## config.mk

```make
export PLATFORM = sky130hd
export DESIGN_NAME = fifo_page_pool_directory
export DESIGN_NICKNAME = d
export VERILOG_FILES = /design/src/hw/rtl/fpd_pkg.sv /design/src/hw/rtl/fifo_page_pool_directory.sv /design/src/hw/rtl/fpd_ctrl.sv /design/src/hw/rtl/fpd_datapath.sv
export VERILOG_INCLUDE_DIRS = /design/src /design/src/hw/rtl
export SDC_FILE = /design/constraint.sdc
export NUM_CORES = 1
export LEC_CHECK = 0
export BUFFER_PORTS_ARGS = -buffer_cell sky130_fd_sc_hd__buf_2
export CELL_PAD_IN_SITES_DETAIL_PLACEMENT = 0
export CELL_PAD_IN_SITES_GLOBAL_PLACEMENT = 2
export CORE_AREA = 2 2 198 239
export CTS_BUF_LIST = sky130_fd_sc_hd__clkbuf_8
export DETAILED_ROUTE_END_ITERATION = 8
export DIE_AREA = 0 0 200 241
export PLACE_DENSITY = 0.95
export SLEW_MARGIN = 25
export SYNTH_ARGS = -nofsm -noshare
export SYNTH_HDL_FRONTEND = slang
export SYNTH_SLANG_ARGS = --single-unit
export TNS_END_PERCENT = 1
```

## constraint.sdc

```tcl
create_clock -name clk -period 8.4 [get_ports clk]
set_clock_uncertainty 0.15 [all_clocks]
set_input_delay 0.42 -clock clk [delete_from_list [all_inputs] [get_ports clk]]
set_output_delay 0.42 -clock clk [all_outputs]
set_load 0.01 [all_outputs]
```

## src/hw/rtl/assert_macros.svh

```systemverilog
// ----------------------------------------------------------------------------
// assert_macros.svh
// Assertion shorthands clocked on clk and disabled while rst is high.
// ----------------------------------------------------------------------------
`ifndef ASSERT_MACROS_SVH
`define ASSERT_MACROS_SVH

// Check a property at every clock edge outside reset.
`define ASSERT_ALWAYS(label, prop, msg) \
  label: assert property (@(posedge clk) disable iff (rst) (prop)) else $error(msg);

// Check that a condition in one cycle is followed by another in the next cycle.
`define ASSERT_NEXT(label, ante, cons, msg) \
  label: assert property (@(posedge clk) disable iff (rst) (ante) |=> (cons)) \
    else $error(msg);

`endif

```

## src/hw/rtl/fpd_pkg.sv

```systemverilog
// ----------------------------------------------------------------------------
// fpd_pkg
// Shared types and constants of the FIFO page pool directory.
// ----------------------------------------------------------------------------
package fpd_pkg;

  localparam int POOL_DEPTH = 8;
  localparam int CNT_W      = $clog2(POOL_DEPTH + 1);
  localparam int IDX_W      = (POOL_DEPTH > 1) ? $clog2(POOL_DEPTH) : 1;
  localparam int MISS_W     = 31;
  localparam logic [MISS_W-1:0] MISS_MAX = '1;

  typedef enum logic [1:0] {
    OP_LOOKUP = 2'd0,
    OP_REMOVE = 2'd1,
    OP_CLEAR  = 2'd2,
    OP_LOAD   = 2'd3
  } op_t;

  typedef struct packed {
    op_t              op;
    logic [15:0]      table_id;
    logic [15:0]      page_number;
    logic             is_matrix;
    logic [MISS_W-1:0] count_value;
  } req_t;

  typedef struct packed {
    logic              hit;
    logic              evicted;
    logic [15:0]       evicted_table;
    logic [15:0]       evicted_page;
    logic [MISS_W-1:0] miss_count;
  } rsp_t;

  typedef enum logic [1:0] {
    ST_IDLE,
    ST_MATCH,
    ST_UPDATE
  } ctl_state_t;

  typedef struct packed {
    logic capture;
    logic match;
    logic update;
  } dp_cmd_t;

  typedef struct packed {
    logic [CNT_W-1:0] occupancy;
  } dp_status_t;

endpackage

```

## src/hw/rtl/fifo_page_pool_directory.sv

```systemverilog
// ----------------------------------------------------------------------------
// fifo_page_pool_directory
// Tag directory of a page buffer pool with first-in-first-out replacement.
// ----------------------------------------------------------------------------
// Usage:
//   Request channel (req_valid / req_stall / req) carries one operation per
//   beat: lookup, remove page, clear pool or load miss counter, keyed by
//   table_id and page_number. Response channel (rsp_valid / rsp_stall / rsp)
//   returns exactly one beat per request, in request order: hit, eviction
//   report and the miss count after the operation.
//   An accepted request passes the controller sequence capture -> compare
//   all slots -> apply update and load the result; rsp_valid rises as the
//   result is loaded. A new request is taken only after the last is applied.
//   The compare of all POOL_DEPTH slots happens in parallel.
//   A finished result waits in the output register while the next request
//   is accepted; if the receiver stalls past that, the update step holds
//   and req_stall stays high until the output register drains.
//   Reset empties the pool and zeroes the miss counter; the key store itself
//   is not cleared, since only slots below the occupancy count are ever read.
// ----------------------------------------------------------------------------
`include "assert_macros.svh"

module fifo_page_pool_directory (
  input  logic          clk,
  input  logic          rst,
  input  logic          req_valid,
  output logic          req_stall,
  input  fpd_pkg::req_t req,
  output logic          rsp_valid,
  input  logic          rsp_stall,
  output fpd_pkg::rsp_t rsp
);

  fpd_pkg::dp_cmd_t    cmd;
  fpd_pkg::dp_status_t status;

  // Sequencer: owns the handshakes and steps the datapath.
  fpd_ctrl u_ctrl (
    .clk       (clk),
    .rst       (rst),
    .req_valid (req_valid),
    .req_stall (req_stall),
    .rsp_valid (rsp_valid),
    .rsp_stall (rsp_stall),
    .cmd       (cmd)
  );

  // Datapath: key store, compare, counters and result register.
  fpd_datapath u_datapath (
    .clk    (clk),
    .rst    (rst),
    .req    (req),
    .cmd    (cmd),
    .rsp    (rsp),
    .status (status)
  );

  // Occupancy never exceeds the pool depth.
  `ASSERT_ALWAYS(a_occ_bound, status.occupancy <= fpd_pkg::CNT_W'(fpd_pkg::POOL_DEPTH), "occupancy above pool depth")
  // An accepted request closes the input until it has been processed.
  `ASSERT_NEXT(a_one_in_flight, req_valid && !req_stall, req_stall, "request accepted while busy")
  // A result never reports both a hit and an eviction.
  `ASSERT_ALWAYS(a_hit_no_evict, !(rsp_valid && rsp.hit && rsp.evicted), "hit and eviction together")
  // An eviction leaves the pool full.
  `ASSERT_ALWAYS(a_evict_full, !(rsp_valid && rsp.evicted) || (status.occupancy == fpd_pkg::CNT_W'(fpd_pkg::POOL_DEPTH)), "eviction without full pool")

endmodule

```

## src/hw/rtl/fpd_ctrl.sv

```systemverilog
// ----------------------------------------------------------------------------
// fpd_ctrl
// Sequencer: capture a request, compare it, apply it, and hand the result
// to the output register when that register is free.
// ----------------------------------------------------------------------------
module fpd_ctrl (
  input  logic            clk,
  input  logic            rst,
  input  logic            req_valid,
  output logic            req_stall,
  output logic            rsp_valid,
  input  logic            rsp_stall,
  output fpd_pkg::dp_cmd_t cmd
);

  fpd_pkg::ctl_state_t state;
  fpd_pkg::ctl_state_t state_next;
  logic                rsp_valid_next;

  always_ff @(posedge clk) begin
    if (rst) begin
      state     <= fpd_pkg::ST_IDLE;
      rsp_valid <= 1'b0;
    end else begin
      state     <= state_next;
      rsp_valid <= rsp_valid_next;
    end
  end

  always_comb begin
    state_next  = state;
    cmd         = '0;
    req_stall   = 1'b1;
    case (state)
      fpd_pkg::ST_IDLE: begin
        req_stall = 1'b0;
        if (req_valid) begin
          cmd.capture = 1'b1;
          state_next  = fpd_pkg::ST_MATCH;
        end
      end
      fpd_pkg::ST_MATCH: begin
        cmd.match  = 1'b1;
        state_next = fpd_pkg::ST_UPDATE;
      end
      fpd_pkg::ST_UPDATE: begin
        // hold until the output register is empty or draining
        if (!rsp_valid || !rsp_stall) begin
          cmd.update = 1'b1;
          state_next = fpd_pkg::ST_IDLE;
        end
      end
      default: begin
        state_next = fpd_pkg::ST_IDLE;
      end
    endcase
    rsp_valid_next = cmd.update | (rsp_valid & rsp_stall);
  end

endmodule

```

## src/hw/rtl/fpd_datapath.sv

```systemverilog
// ----------------------------------------------------------------------------
// fpd_datapath
// Key store in arrival order, parallel tag compare, occupancy and miss
// counter, and the result register.
// ----------------------------------------------------------------------------
module fpd_datapath (
  input  logic               clk,
  input  logic               rst,
  input  fpd_pkg::req_t      req,
  input  fpd_pkg::dp_cmd_t   cmd,
  output fpd_pkg::rsp_t      rsp,
  output fpd_pkg::dp_status_t status
);

  fpd_pkg::req_t                req_q;
  logic [31:0]                  keys      [fpd_pkg::POOL_DEPTH];
  logic [31:0]                  keys_next [fpd_pkg::POOL_DEPTH];
  logic [fpd_pkg::CNT_W-1:0]    occupancy;
  logic [fpd_pkg::CNT_W-1:0]    occupancy_next;
  logic [fpd_pkg::MISS_W-1:0]   miss_counter;
  logic [fpd_pkg::MISS_W-1:0]   miss_counter_next;
  logic [31:0]                  key_q;
  logic                         hit_c;
  logic [fpd_pkg::IDX_W-1:0]    pos_c;
  logic                         hit_q;
  logic [fpd_pkg::IDX_W-1:0]    pos_q;
  fpd_pkg::rsp_t                rsp_next;

  assign key_q            = {req_q.table_id, req_q.page_number};
  assign status.occupancy = occupancy;

  // Compare against every resident slot; keep the oldest match.
  always_comb begin
    hit_c = 1'b0;
    pos_c = '0;
    for (int i = fpd_pkg::POOL_DEPTH - 1; i >= 0; i--) begin
      if ((fpd_pkg::CNT_W'(i) < occupancy) && (keys[i] == key_q)) begin
        hit_c = 1'b1;
        pos_c = fpd_pkg::IDX_W'(i);
      end
    end
  end

  always_comb begin
    keys_next         = keys;
    occupancy_next    = occupancy;
    miss_counter_next = miss_counter;
    rsp_next          = '0;
    case (req_q.op)
      fpd_pkg::OP_LOOKUP: begin
        if (hit_q) begin
          rsp_next.hit = 1'b1;
        end else begin
          if (occupancy == fpd_pkg::CNT_W'(fpd_pkg::POOL_DEPTH)) begin
            // full: drop the oldest, advance the rest, append at the young end
            rsp_next.evicted       = 1'b1;
            rsp_next.evicted_table = keys[0][31:16];
            rsp_next.evicted_page  = keys[0][15:0];
            for (int i = 0; i < fpd_pkg::POOL_DEPTH - 1; i++) begin
              keys_next[i] = keys[i+1];
            end
            keys_next[fpd_pkg::POOL_DEPTH-1] = key_q;
          end else begin
            for (int i = 0; i < fpd_pkg::POOL_DEPTH; i++) begin
              if (fpd_pkg::CNT_W'(i) == occupancy) begin
                keys_next[i] = key_q;
              end
            end
            occupancy_next = occupancy + fpd_pkg::CNT_W'(1);
          end
          if (req_q.is_matrix && (miss_counter != fpd_pkg::MISS_MAX)) begin
            miss_counter_next = miss_counter + fpd_pkg::MISS_W'(1);
          end
        end
      end
      fpd_pkg::OP_REMOVE: begin
        if (hit_q) begin
          rsp_next.hit = 1'b1;
          // close the gap toward the old end
          for (int i = 0; i < fpd_pkg::POOL_DEPTH - 1; i++) begin
            if (fpd_pkg::IDX_W'(i) >= pos_q) begin
              keys_next[i] = keys[i+1];
            end
          end
          occupancy_next = occupancy - fpd_pkg::CNT_W'(1);
        end
      end
      fpd_pkg::OP_CLEAR: begin
        occupancy_next = '0;
      end
      fpd_pkg::OP_LOAD: begin
        miss_counter_next = req_q.count_value;
      end
      default: begin
      end
    endcase
    rsp_next.miss_count = miss_counter_next;
  end

  always_ff @(posedge clk) begin
    if (cmd.capture) begin
      req_q <= req;
    end
    if (cmd.match) begin
      hit_q <= hit_c;
      pos_q <= pos_c;
    end
    if (cmd.update) begin
      keys <= keys_next;
      rsp  <= rsp_next;
    end
  end

  always_ff @(posedge clk) begin
    if (rst) begin
      occupancy    <= '0;
      miss_counter <= '0;
    end else if (cmd.update) begin
      occupancy    <= occupancy_next;
      miss_counter <= miss_counter_next;
    end
  end

endmodule

```

==> out/metrics.cfg <==
[routing]
wl_per_cell_microns = 20.7
drc = 0
finalWirelength_microns = 56200
antenna_left = 0
num_vias = 14700
dr.pass1.iters = 5
via_per_inst = 5.42
drtIter0Drc = 1047

[clock_tree]
cts_tree = done
clkSlewWorstSetupHoldPaths_ns = 0.07
cts-htree-levels = 3
clk_latency_ns = 0.66
postCtsResizedCells = 0
cts-root-buf = clkbuf_8
clock-sinks = 429
cts.path.max_buffers = 3
cts_buffers = 71

[layout]
final_cell_mix = nand2_1, edfxtp_1, xor2_1, buf_2, o21ai_0
syn2layout_area_growth_pct = 16.3
nFillCells = 3971
nets = 2123
layout_commonest_cell = nand2_1
drive_above_1_share_pct = 12.8
multi_input_area_sq_mm = 0.00753
ff_latch_area_sq_mm = 0.0125

[floorplanning]
die_area_sq_mm = 0.0482
fp.dieH_microns = 241
start_util_pct = 44.6
ioPinCount = 137
core-area_sq_mm = 0.0457
die_w_microns = 200
rows = 86

[setup_path]
timing.rr.end = u_datapath.keys[205]
r2r_setup_slack_ns = 4.82
worstSetupPathType = reg -> reg
rr_startpoint = u_datapath.req_q[64]
worstSetupStartpointType = flip-flop
worstPathRequired_ns = 8.57
end_kind = flip-flop
r2r_cells = 9
cp_data_arrival_time_ns = 3.75
worstPathMaxFanout = 28

[global_routing]
track_usage_pct = 23.6
antenna_found_initial = 1
grt_pass1_vias = 14500
grt_max_degree = 92
grt_overflow = 0
grt_first_pass_wirelength_microns = 84500

[outcome]
status = finished, final reports clean

[logic_synthesis]
synthTopCellsByArea = edfxtp_1, nand2_1, xor2_1
yosys_warnings = 0
synth-edff-count = 391
seq_area_frac_synth_pct = 61.3
yosysTopAreaCell = edfxtp_1
avgSynthCellArea_sq_um = 11.0
netlist.area_leader.share_pct = 57.6
syn_area_sq_mm = 0.0204
ys.flop_type = edfxtp_1
async_flop_share_pct = 0
synthCells = 1847
ys_ff_latch = 429
synth_cell_type_count = 60
synth_nets = 1926

[power_and_ir_drop]
leakage_nw = 8.96
total_power_mw = 4.51
comb_power_share_pct = 7.7
power_density_mw_per_mm2 = 190
clockPowerShare_pct = 38.2
seqPwrFrac_pct = 54.1
power.switching_mw = 1.14
p_int_mw = 3.38
vdd_ir_drop_max_mv = 0.142
switching_share_pct = 25.2

[timing]
setup_viol = 0
rsz0062_at_grt = no
fmax_mhz = 279
max_slew_margin_pct = 34.4
period_minus_slack_ns = 3.58
finalHoldViolCount = 0
slew_viol_final = 0
min_period_over_period_pct = 42.6
setup_tns_ns = 0
tightest_slew_ns = 0.983

[placement]
portBuffers = 136
hpwl_microns = 39200
gp_congestion = 0.973

[hold_path]
hold_end = u_datapath.miss_counter[26]
hold_path.class = in -> reg
whs_path_depth = 2
worst_hold_startpoint = rst

[run]
drv_cap = 0

power by group through the flow:
stage | clock network [mW] | registers, mW | logic [mW]
floorplan | 0 | 2.44 | 0.233
global placement | 0 | 2.49 | 0.314
finish | 1.72 | 2.44 | 0.347
detailed placement | 0 | 2.49 | 0.320
global route | 1.86 | 2.45 | 0.380
CTS | 1.77 | 2.44 | 0.346
stage by stage:
stage	std cells	area, sq um	setup slack, ns	utilization, %	hold slack (ns)
after CTS	2707	23700	4.82	51.8	0.0845
final	2708	23700	4.82	51.9	0.121
after global placement	2518	21700	4.84	47.5	0.328
after detailed placement	2519	21700	4.86	47.6	0.347
after global routing	2708	23700	4.57	51.9	0.137
after floorplan	1847	20400	3.21	-	0.274
worst max-delay path, stage by stage, from the launching register on:
cell and delay (ns):
edfxtp_1 0.42, inv_1 0.07, ha_2 0.36, inv_1 0.67
nand3_1 0.15, o21ai_0 0.10, nand2_1 0.22, a21o_1 0.32
a211oi_4 0.37, buf_4 0.39
per-layer routing:
layer / part of all wire (%) / vias to the layer above / wire (microns) / global-route usage [%]
met5: 0 / - / 0 / 0
met2: 48 / 584 / 27000 / 39.1
li1: - / 6959 / - / -
met1: 41 / 6985 / 22900 / 29.4
met3: 5.8 / 147 / 3270 / 3.79
met4: 5.3 / 0 / 3000 / 13.4
worst max-delay path by stage:
| stage | cells past startpoint | start | slack [ns] | to |
|---|---|---|---|---|
| after floorplan | 6 | u_ctrl.state[1] | 3.21 | u_datapath.keys[192] |
| after global placement | 7 | u_datapath.status[3] | 4.84 | u_datapath.pos_q[0] |
| after detailed placement | 9 | u_datapath.req_q[64] | 4.86 | u_datapath.keys[210] |
| after CTS | 9 | u_datapath.req_q[64] | 4.82 | u_datapath.keys[205] |
| after global routing | 8 | u_datapath.req_q[64] | 4.57 | u_datapath.keys[135] |
| final | 9 | u_datapath.req_q[64] | 4.82 | u_datapath.keys[205] |
state kept, by name, indices dropped and copies added (netlist names):
name                     cells
u_datapath.hit_q             1
u_datapath.pos_q             3
u_datapath.rsp              65
u_datapath.miss_counter     31
u_datapath.key_q            32
u_ctrl.rsp_valid             1
u_ctrl.state                 2
u_datapath.status            4
u_datapath.keys            256
u_datapath.req_q            34
synth_stat cells (all sizes together) (7+ instances only):
library cell	n
a21oi	53
a22oi	34
and2	36
and3	9
buf	7
clkbuf	97
dfxtp	38
edfxtp	391
ha	9
inv	19
nand2	495
nand2b	7
nand3	35
nand4	38
nor2	29
nor3	27
nor4	51
o211ai	18
o21a	8
o21ai	113
o22ai	8
or3	12
xnor2	105
xor2	148
logic make-up after synthesis:
group                      count (synthesis)  synth area share [%]
and+or+nand+nor                          761                  16.9
DFF                                      429                  61.3
muxes                                      2                0.0982
xor gates and xnor gates                 253                  10.9
AOI/OAI and AO/OA                        269                  7.94
adders and majority gates                  9                 0.552
buffers and inverters                    124                  2.33
what timing repair did:
item                      in CTS  in global routing
setup buffers                  0                  0
hold buffers                  68                  0
hold endpoints to repair      69                  0
layout make-up:
class / instances / area share, %
Inverter: 20 / 0.317
Sequential cell: 429 / 52.7
Antenna cell: 1 / 0.0106
Timing Repair Buffer: 228 / 6.59
Clock inverter: 47 / 1.14
Tap cell: 616 / 3.25
Multi-Input combinational cell: 1294 / 31.7
Clock buffer: 73 / 4.24
No activity file was read; power rests on OpenSTA's default activity.
